<file path="src/hdl/rlpe_pkg.sv">
package rlpe_pkg;

    localparam int VALUE_BYTES_DEF = 8;
    localparam int MAX_BURST       = 10;
    localparam int CNT_W           = $clog2(MAX_BURST + 1);
    localparam int HDR_BYTES       = 9;

    localparam logic [63:0] SHORT_LIMIT = 64'd56;
    localparam logic [7:0]  LONG_OFFSET = 8'd55;
    localparam logic [7:0]  STRING_BASE = 8'h80;
    localparam logic [7:0]  LIST_BASE   = 8'hc0;

    typedef enum logic [1:0] {
        OP_INT  = 2'd0,
        OP_STR  = 2'd1,
        OP_LIST = 2'd2
    } op_t;

    typedef struct packed {
        logic [MAX_BURST-1:0][7:0] bytes;
        logic [CNT_W-1:0]          count;
    } burst_t;

endpackage

</file>
<file path="src/hdl/rlpe_burst.sv">
module rlpe_burst
    import rlpe_pkg::*;
#(
    parameter int VALUE_BYTES = VALUE_BYTES_DEF
)
(
    input  logic [1:0]  operation,
    input  logic [63:0] value,
    input  logic [63:0] payload_length,
    input  logic [7:0]  data_byte,
    input  logic        first_of_string,
    output burst_t      burst
);

    localparam logic [63:0] VAL_MASK = {64{1'b1}} >> (64 - 8 * VALUE_BYTES);

    typedef struct packed {
        logic [HDR_BYTES-1:0][7:0] bytes;
        logic [CNT_W-1:0]          count;
    } hdr_t;

    function automatic logic [3:0] sig_bytes(input logic [63:0] x);
        logic [3:0] nb;
        nb = 4'd0;
        for (int i = 0; i < 8; i++)
        begin
            if (x[8*i +: 8] != 8'd0)
            begin
                nb = 4'(i + 1);
            end
        end
        return nb;
    endfunction

    // top-align the significant bytes so they can be read out msb first
    function automatic logic [63:0] top_align(input logic [63:0] x, input logic [3:0] nb);
        logic [6:0] sa;
        sa = {1'b0, 3'(4'd8 - nb), 3'b000};
        if (nb == 4'd8)
        begin
            sa = 7'd0;
        end
        return x << sa;
    endfunction

    function automatic hdr_t len_header(input logic [63:0] len, input logic [7:0] base);
        hdr_t       h;
        logic [3:0] nb;
        logic [63:0] al;
        h  = '0;
        nb = sig_bytes(len);
        al = top_align(len, nb);
        if (len < SHORT_LIMIT)
        begin
            h.bytes[0] = base + len[7:0];
            h.count    = CNT_W'(1);
        end
        else
        begin
            h.bytes[0] = base + LONG_OFFSET + {4'b0000, nb};
            for (int i = 0; i < 8; i++)
            begin
                h.bytes[1+i] = al[63-8*i -: 8];
            end
            h.count = CNT_W'(nb) + CNT_W'(1);
        end
        return h;
    endfunction

    logic [63:0] vm;
    logic [3:0]  vn;
    logic [63:0] v_al;
    hdr_t        hdr;

    assign vm   = value & VAL_MASK;
    assign vn   = sig_bytes(vm);
    assign v_al = top_align(vm, vn);

    always_comb
    begin
        burst = '0;
        hdr   = len_header(payload_length,
                           (operation == OP_LIST) ? LIST_BASE : STRING_BASE);
        case (op_t'(operation))
            OP_INT:
            begin
                if (vn == 4'd0)
                begin
                    burst.bytes[0] = STRING_BASE;
                    burst.count    = CNT_W'(1);
                end
                else if (vn == 4'd1 && vm[7:0] < STRING_BASE)
                begin
                    burst.bytes[0] = vm[7:0];
                    burst.count    = CNT_W'(1);
                end
                else
                begin
                    burst.bytes[0] = STRING_BASE + {4'b0000, vn};
                    for (int i = 0; i < 8; i++)
                    begin
                        burst.bytes[1+i] = v_al[63-8*i -: 8];
                    end
                    burst.count = CNT_W'(vn) + CNT_W'(1);
                end
            end
            OP_STR:
            begin
                if (!first_of_string)
                begin
                    burst.bytes[0] = data_byte;
                    burst.count    = CNT_W'(1);
                end
                else if (payload_length == 64'd0)
                begin
                    burst.bytes[0] = STRING_BASE;
                    burst.count    = CNT_W'(1);
                end
                else if (payload_length == 64'd1 && data_byte < STRING_BASE)
                begin
                    burst.bytes[0] = data_byte;
                    burst.count    = CNT_W'(1);
                end
                else
                begin
                    for (int i = 0; i < HDR_BYTES; i++)
                    begin
                        burst.bytes[i] = hdr.bytes[i];
                    end
                    // payload byte follows the header
                    for (int i = 0; i < MAX_BURST; i++)
                    begin
                        if (CNT_W'(i) == hdr.count)
                        begin
                            burst.bytes[i] = data_byte;
                        end
                    end
                    burst.count = hdr.count + CNT_W'(1);
                end
            end
            OP_LIST:
            begin
                for (int i = 0; i < HDR_BYTES; i++)
                begin
                    burst.bytes[i] = hdr.bytes[i];
                end
                burst.count = hdr.count;
            end
            default:
            begin
                burst = '0;
            end
        endcase
    end

endmodule

</file>
<file path="src/hdl/rlp_header_and_integer_encoder_core.sv">
// channel   | dir | tdata                                         | tuser              | tlast
// s_axis    | in  | value, payload_length, data_byte (136 bits)   | operation, first   | -
// m_axis    | out | out_byte (8 bits)                             | -                  | last
//
// An item is registered on transfer, expanded into its byte burst (up to 10 bytes, none
// for the unused operation code) and loaded into the burst register once that is free,
// then shifted out one byte per cycle from the burst register while m_axis_tready is high.
// An item of k result bytes holds the output until all k bytes are taken; single-byte
// items flow at one per cycle while m_axis_tready is high.
// Reset clears the input and burst occupancy; nothing else is cleared.
// Output stalls back up into the input register and then into s_axis_tready.
module rlp_header_and_integer_encoder_core
    import rlpe_pkg::*;
#(
    parameter int VALUE_BYTES = VALUE_BYTES_DEF
)
(
    input  logic         clk,
    input  logic         rst_n,
    input  logic         s_axis_tvalid,
    output logic         s_axis_tready,
    input  logic [135:0] s_axis_tdata,  // value[63:0], payload_length[127:64], data_byte[135:128]
    input  logic [2:0]   s_axis_tuser,  // operation[1:0], first_of_string[2]
    output logic         m_axis_tvalid,
    input  logic         m_axis_tready,
    output logic [7:0]   m_axis_tdata,  // out_byte[7:0]
    output logic         m_axis_tlast
);

    logic        in_valid_reg;
    logic [1:0]  op_reg;
    logic [63:0] value_reg;
    logic [63:0] len_reg;
    logic [7:0]  dbyte_reg;
    logic        first_reg;

    logic [MAX_BURST-1:0][7:0] bst_bytes_reg;
    logic [CNT_W-1:0]          bst_cnt_reg;

    burst_t burst;
    logic   out_xfer;
    logic   bst_free;
    logic   in_load;
    logic   in_xfer;

    rlpe_burst #(
        .VALUE_BYTES (VALUE_BYTES)
    ) u_burst (
        .operation       (op_reg),
        .value           (value_reg),
        .payload_length  (len_reg),
        .data_byte       (dbyte_reg),
        .first_of_string (first_reg),
        .burst           (burst)
    );

    assign m_axis_tvalid = (bst_cnt_reg != '0);
    assign m_axis_tdata  = bst_bytes_reg[0];
    assign m_axis_tlast  = (bst_cnt_reg == CNT_W'(1));

    assign out_xfer      = m_axis_tvalid && m_axis_tready;
    assign bst_free      = !m_axis_tvalid || (out_xfer && m_axis_tlast);
    assign in_load       = in_valid_reg && bst_free;
    assign s_axis_tready = !in_valid_reg || in_load;
    assign in_xfer       = s_axis_tvalid && s_axis_tready;

    always_ff @(posedge clk or negedge rst_n)
    begin
        if (!rst_n)
        begin
            in_valid_reg <= 1'b0;
            bst_cnt_reg  <= '0;
        end
        else
        begin
            if (in_xfer)
            begin
                in_valid_reg <= 1'b1;
            end
            else if (in_load)
            begin
                in_valid_reg <= 1'b0;
            end

            if (in_load)
            begin
                bst_cnt_reg <= burst.count;
            end
            else if (out_xfer)
            begin
                bst_cnt_reg <= bst_cnt_reg - CNT_W'(1);
            end
        end
    end

    always_ff @(posedge clk)
    begin
        if (in_xfer)
        begin
            value_reg <= s_axis_tdata[63:0];
            len_reg   <= s_axis_tdata[127:64];
            dbyte_reg <= s_axis_tdata[135:128];
            op_reg    <= s_axis_tuser[1:0];
            first_reg <= s_axis_tuser[2];
        end

        if (in_load)
        begin
            bst_bytes_reg <= burst.bytes;
        end
        else if (out_xfer)
        begin
            bst_bytes_reg <= bst_bytes_reg >> 8;
        end
    end

    a_cnt_bound: assert property (@(posedge clk) disable iff (!rst_n)
        bst_cnt_reg <= CNT_W'(MAX_BURST))
        else $error("burst count beyond maximum");

    a_burst_holds: assert property (@(posedge clk) disable iff (!rst_n)
        (out_xfer && !m_axis_tlast) |=> m_axis_tvalid)
        else $error("burst ended before last byte");

    a_no_overwrite: assert property (@(posedge clk) disable iff (!rst_n)
        (m_axis_tvalid && !out_xfer) |-> !in_load)
        else $error("burst overwritten while pending");

    a_empty_item: assert property (@(posedge clk) disable iff (!rst_n)
        (in_load && burst.count == '0) |=> !m_axis_tvalid)
        else $error("empty item produced output");

endmodule
</file>
<file path="config.mk">
export PLATFORM = sky130hd
export DESIGN_NAME = rlp_header_and_integer_encoder_core
export DESIGN_NICKNAME = d
export VERILOG_FILES = /design/src/hdl/rlpe_pkg.sv /design/src/hdl/rlpe_burst.sv /design/src/hdl/rlp_header_and_integer_encoder_core.sv
export SDC_FILE = /design/constraint.sdc
export NUM_CORES = 1
export LEC_CHECK = 0
export BUFFER_PORTS_ARGS = -buffer_cell sky130_fd_sc_hd__buf_2
export CAP_MARGIN = 20
export CORE_MARGIN = 8
export CORE_UTILIZATION = 30
export CTS_BUF_LIST = sky130_fd_sc_hd__clkbuf_16
export CTS_CLUSTER_SIZE = 8
export DETAILED_ROUTE_END_ITERATION = 12
export PLACE_DENSITY_LB_ADDON = 0.2
export SYNTH_ARGS = -nofsm -noshare
export SYNTH_HDL_FRONTEND = slang
export SYNTH_SLANG_ARGS = --single-unit
export TNS_END_PERCENT = 20
</file>
<file path="constraint.sdc">
create_clock -name clk -period 11.9 [get_ports clk]
set_input_delay 2.975 -clock clk [delete_from_list [all_inputs] [get_ports clk]]
set_output_delay 2.975 -clock clk [all_outputs]
set_load 0.01 [all_outputs]
</file>
---- Word level (Yosys, flattened, before mapping) ----
Cells that the tools add are included.
W data, S select, Z words.
word-level totals
  bits in registers ....................... 224
  input port bits ......................... 143
  output and inout bits ................... 11
  logic and storage cells ................. 130
operators by class
  equality and inequality tests ........... 16
  reductions and logical operators ........ 33
  add/sub/neg operators ................... 10
  $lt $le $gt $ge ......................... 3
  shift-type cells ........................ 2
  mux-type cells .......................... 49
operator list
  operator               number
  $pmux W76 S3           1
  $mux W72               3
  $mux W64               3
  $mux W80               2
  $reduce_bool A8 Y1     16
  $shl A64 B6 Y64        2
  $mux W8                11
  $mux W12               6
  $eq A64 B1 Y1 const B  1
  $logic_not A64 Y1      1
  $lt A64 B6 Y1 const B  1
  $mux W4                10
  $eq A3 B4 Y1 const A   4
  $lt A8 B8 Y1 const B   2
  $add A4 B1 Y4 const B  3
  $mux W3                4
  $mux W6                2
  $add A8 B4 Y8          1
  $add A8 B4 Y8 const A  1
  $add A8 B6 Y8 const B  1
  $add A8 B8 Y8          1
  $eq A2 B4 Y1 const A   2
  $eq A4 B1 Y1 const B   2
  $eq A4 B4 Y1 const A   2
  16 further kinds       31

---- Longest topological paths before layout ----
  depth after elaboration ................. 19
  gate-level depth with buffers ........... 17
  mapped depth without buffers ............ 15

---- Modules after synthesis ----
A second synthesis with hierarchy kept.
second synthesis, totals
  cell total of the unflattened synthesis .. 1403
  area, all modules ....................... 13844.5 um^2
by module, submodules not included
  module                               cells an instance  area an instance (um^2)  times used  seq. area each (um^2)
  rlp_header_and_integer_encoder_core  503                7902.6                   1           6701.4
  rlpe_burst                           900                5941.9                   1           0.0

---- Least setup slack after synthesis ----
OpenSTA, ideal clock, no wires.
  path type ............................... input port to flip-flop
  start point ............................. input port m_axis_tready
  end point ............................... register dbyte_reg[0] (enable)
  stages on the path ...................... 3
  required time ........................... 11.386 ns
  path buffers ............................ 0
  path slack .............................. 4.636 ns
  arrival time ............................ 6.750 ns
  library setup time ...................... 0.514 ns
  cell sequence ........................... a21oi_1 o31ai_1 and2_1
between the ends
  longest elaborated chain between the ends .. 6
RTL lines
  what                  RTL line                                    source
  start, declared       rlp_header_and_integer_encoder_core.sv:25   input logic m_axis_tready,
  $logic_and A1 B1 Y1   rlp_header_and_integer_encoder_core.sv:61   assign out_xfer = m_axis_tvalid && m_axis_tready;
  $logic_and A1 B1 Y1   rlp_header_and_integer_encoder_core.sv:62   assign bst_free = !m_axis_tvalid || (out_xfer && m_axis_tlast);
  $logic_or A1 B1 Y1    rlp_header_and_integer_encoder_core.sv:62
  $logic_and A1 B1 Y1   rlp_header_and_integer_encoder_core.sv:63   assign in_load = in_valid_reg && bst_free;
  $logic_or A1 B1 Y1    rlp_header_and_integer_encoder_core.sv:64   assign s_axis_tready = !in_valid_reg || in_load;
  net s_axis_tready     rlp_header_and_integer_encoder_core.sv:21   output logic s_axis_tready,
  $logic_and A1 B1 Y1   rlp_header_and_integer_encoder_core.sv:65   assign in_xfer = s_axis_tvalid && s_axis_tready;
  net in_xfer           rlp_header_and_integer_encoder_core.sv:44   logic in_xfer;
  end signal, assigned  rlp_header_and_integer_encoder_core.sv:102  dbyte_reg <= s_axis_tdata[135:128];
  end, declared         rlp_header_and_integer_encoder_core.sv:34   logic [7:0] dbyte_reg;
The timed path passes the listed nets, and every way through them passes these cells.
A chain may end at the register's enable or synchronous reset.

---- Final worst setup path ----
  start point ............................. input port m_axis_tready
  end point ............................... output port s_axis_tready
between the ends
  longest elaborated chain between the ends .. 5
RTL lines
  what                 RTL line
  $logic_and A1 B1 Y1  rlp_header_and_integer_encoder_core.sv:61
  $logic_and A1 B1 Y1  rlp_header_and_integer_encoder_core.sv:62
  $logic_or A1 B1 Y1   rlp_header_and_integer_encoder_core.sv:62
  $logic_and A1 B1 Y1  rlp_header_and_integer_encoder_core.sv:63
  $logic_or A1 B1 Y1   rlp_header_and_integer_encoder_core.sv:64
  end, declared        rlp_header_and_integer_encoder_core.sv:21
Every way passes these cells.

==> out/metrics.yaml <==
status: "finished, final reports clean"
diodes: 0
synth_warnings: 0
synthAdderAreaFrac: 0.0100
min_path_type: "reg2reg"
post_cts_buffers: 0
drv_slew: 0
wl_microns: 56600
crit_required_ns: 8.93
peakVddDrop_uv: 79.3
synthToLayoutAreaGrowth_pct: 15.8
synth_compound_area_frac: 0.194
synth_top_area_frac: 0.479
first_global_vias: 12100
row_count: 78
crit_fanout: 3
boundaryPins: 154
die_area_sq_um: 52900
endpoint_kind: "output port"
yosys-top-cells-area: "edfxtp_1 48%, mux2i_1 7.7%, nand2_1 4.9%, nor2_1 2.1%, a22oi_1 1.9%"
synth-seq-cells: 224
worstSetupPathType: "in2out"
min_from: "bst_bytes_reg[55]$_DFFE_PP_"
grt_pass1_wl_microns: 81400
dp_hpwl_microns: 41600
seq_area_frac_synth: 0.488
ant_nets: 0
hold_buffers: 0
clkSlewWorstSetupHoldPaths_ns: 0.05
clk_latency_ns: 0.55
grt.overflow.total: 0
synth_edf_count: 219
routed_via_density: 5.91
antenna_found_initial: 0
postSynth.asyncResetShare: 0.0223
multi_input_area_sq_um: 6540
p_leak_uw: 0.00567
start_util: 0.303
syn_inst: 1295
netlist_area_sq_um: 13700
worst_pin_slew_ns: 1.10
seq_area_sq_um: 6700
ctsResizeCount: 0
htreeDepth: 2
synth_fp_nets: 1449
drive_gt1_frac: 0.196
final.setup.tns_ns: 0
arrival_ns: 3.72
nets: 1572
firstDrtPassIters: 6
cts_tree: "done"
clock-sinks: 224
clock_path_buffers: 3
min_period_ns: 6.69
r2r_setup_slack_ns: 6.32
finalCritPeriodShare: 0.562
vias: 12000
synth_xor_area_frac: 0.00319
die_y_microns: 230
fmax_ghz: 0.149
portBuffers: 153
drt_iter0_markers: 1306
rsz0062_at_grt: "no"
holdPathStages: 1
cts_root_buf: "clkbuf_16"
final_common_cell: "edfxtp_1"
cts_made_buffers: 34
reg2reg_depth: 11
synth_top_family_by_area: "compound AO/OA/AOI/OAI gates"
grt_max_degree: 76
finalPower_uw: 2900
avgSynthCellArea_sq_um: 10.6
wire_per_inst_microns: 27.9
synth_cell_types: 91
fill_cells: 4660
mostFrequentLayoutCells: "219 x edfxtp_1, 177 x nand2_1, 155 x buf_2, 106 x mux2i_1, 76 x nor2_1"
timing.rr.end: "bst_bytes_reg[45]$_DFFE_PP_"
power.density_nw_per_um2: 182
max_cap_viol_count: 0
muxShareOfSynthArea: 0.0920
largest_reg_flops: 72
critical_path.startpoint_type: "input pin"
setup_viol: 0
holdPathEnd: "bst_bytes_reg[47]$_DFFE_PP_"
finalHoldViolations: 0
remaining_drc_errors: 0
slew-limit-headroom: 0.258
rr_startpoint: "len_reg[39]$_DFFE_PP_"
grt_util_all_layers: 0.205
synth_ff_type: "edfxtp_1"
die_w_microns: 230
fp.coreArea_sq_um: 45300
synth_area_leader_cell: "edfxtp_1"
fin_skew_ns: 0.0296
synthSimpleGateAreaFrac: 0.174
place_congestion: 0.960
==> area by class of cell <==
| type | instances | area share |
|---|---|---|
| multi-input cells | 963 | 0.411 |
| inverters | 19 | 0.00448 |
| flip-flops and latches | 224 | 0.421 |
| repair buffers | 176 | 0.0584 |
| well taps | 600 | 0.0472 |
| clock buffers | 35 | 0.0551 |
| clock inverters | 11 | 0.00291 |
==> metrics by stage <==
step                setup WS, ns   util  cell area (sq um)  hold WS [ns]  instances
floorplan                   4.64      -              13700         0.502       1295
global placement            5.20  0.331              15000         0.517       1978
detailed placement          5.20  0.331              15000         0.521       1979
CTS                         5.20  0.351              15900         0.534       2025
global route                5.11  0.351              15900         0.566       2028
finish                      5.21  0.351              15900         0.531       2028
==> where the power goes <==
| part | switching [uW] | internal (uW) |
|---|---|---|
| combinational | 456 | 257 |
| sequential | 175 | 1140 |
| clock | 356 | 518 |
==> how the worst max path moves through the flow <==
stage	from	to	slack (ns)	depth (start not counted)
2_1_floorplan	m_axis_tready	dbyte_reg[0]$_DFFE_PP_	4.64	3
3_3_place_gp	m_axis_tready	s_axis_tready	5.20	4
3_5_place_dp	m_axis_tready	s_axis_tready	5.20	4
4_1_cts	m_axis_tready	s_axis_tready	5.20	4
5_1_grt	m_axis_tready	s_axis_tready	5.11	4
6_report	m_axis_tready	s_axis_tready	5.21	4
==> per-layer routing <==
metal	part of all wire	vias to the layer above	global-route usage	wire, microns
li1	-	5316	-	-
met1	0.41	5919	0.267	23200
met2	0.45	610	0.324	25700
met3	0.086	141	0.0396	4890
met4	0.050	0	0.102	2800
met5	0	-	0	0
==> synthesized netlist by cell type (all sizes together) (6+ instances only) <==
master   instances
nor3            27
nand2          181
nand3           41
nand4            7
mux2i          106
a21oi           46
a211o            8
nand2b          11
buf             52
o2bb2ai          6
a221oi          11
o31ai            6
o22ai           19
and2            21
a31oi           23
nor2            83
o211ai          12
a2bb2oi          7
o21ai           68
edfxtp         219
inv             19
a222oi           8
mux2            14
nor4            29
clkbuf          37
a22o             7
or4             16
or2              7
a22oi           34
o221ai           7
ha              11
a32oi           15
a21boi           6
a211oi          20
a221o           18
and3            24
o311ai           7
==> logic make-up after synthesis <==
family,after synthesis
AOI/OAI and AO/OA,364
xor gates and xnor gates,5
adders and majority gates,11
buffers and inverters,108
DFF,224
muxes,122
and+or+nand+nor,461
==> worst max-delay path: stages <==
cell and delay, ns:
buf_2 0.10, a21oi_1 0.08, o31ai_1 0.34, buf_2 0.23
Power figures use the tool's default switching activity.
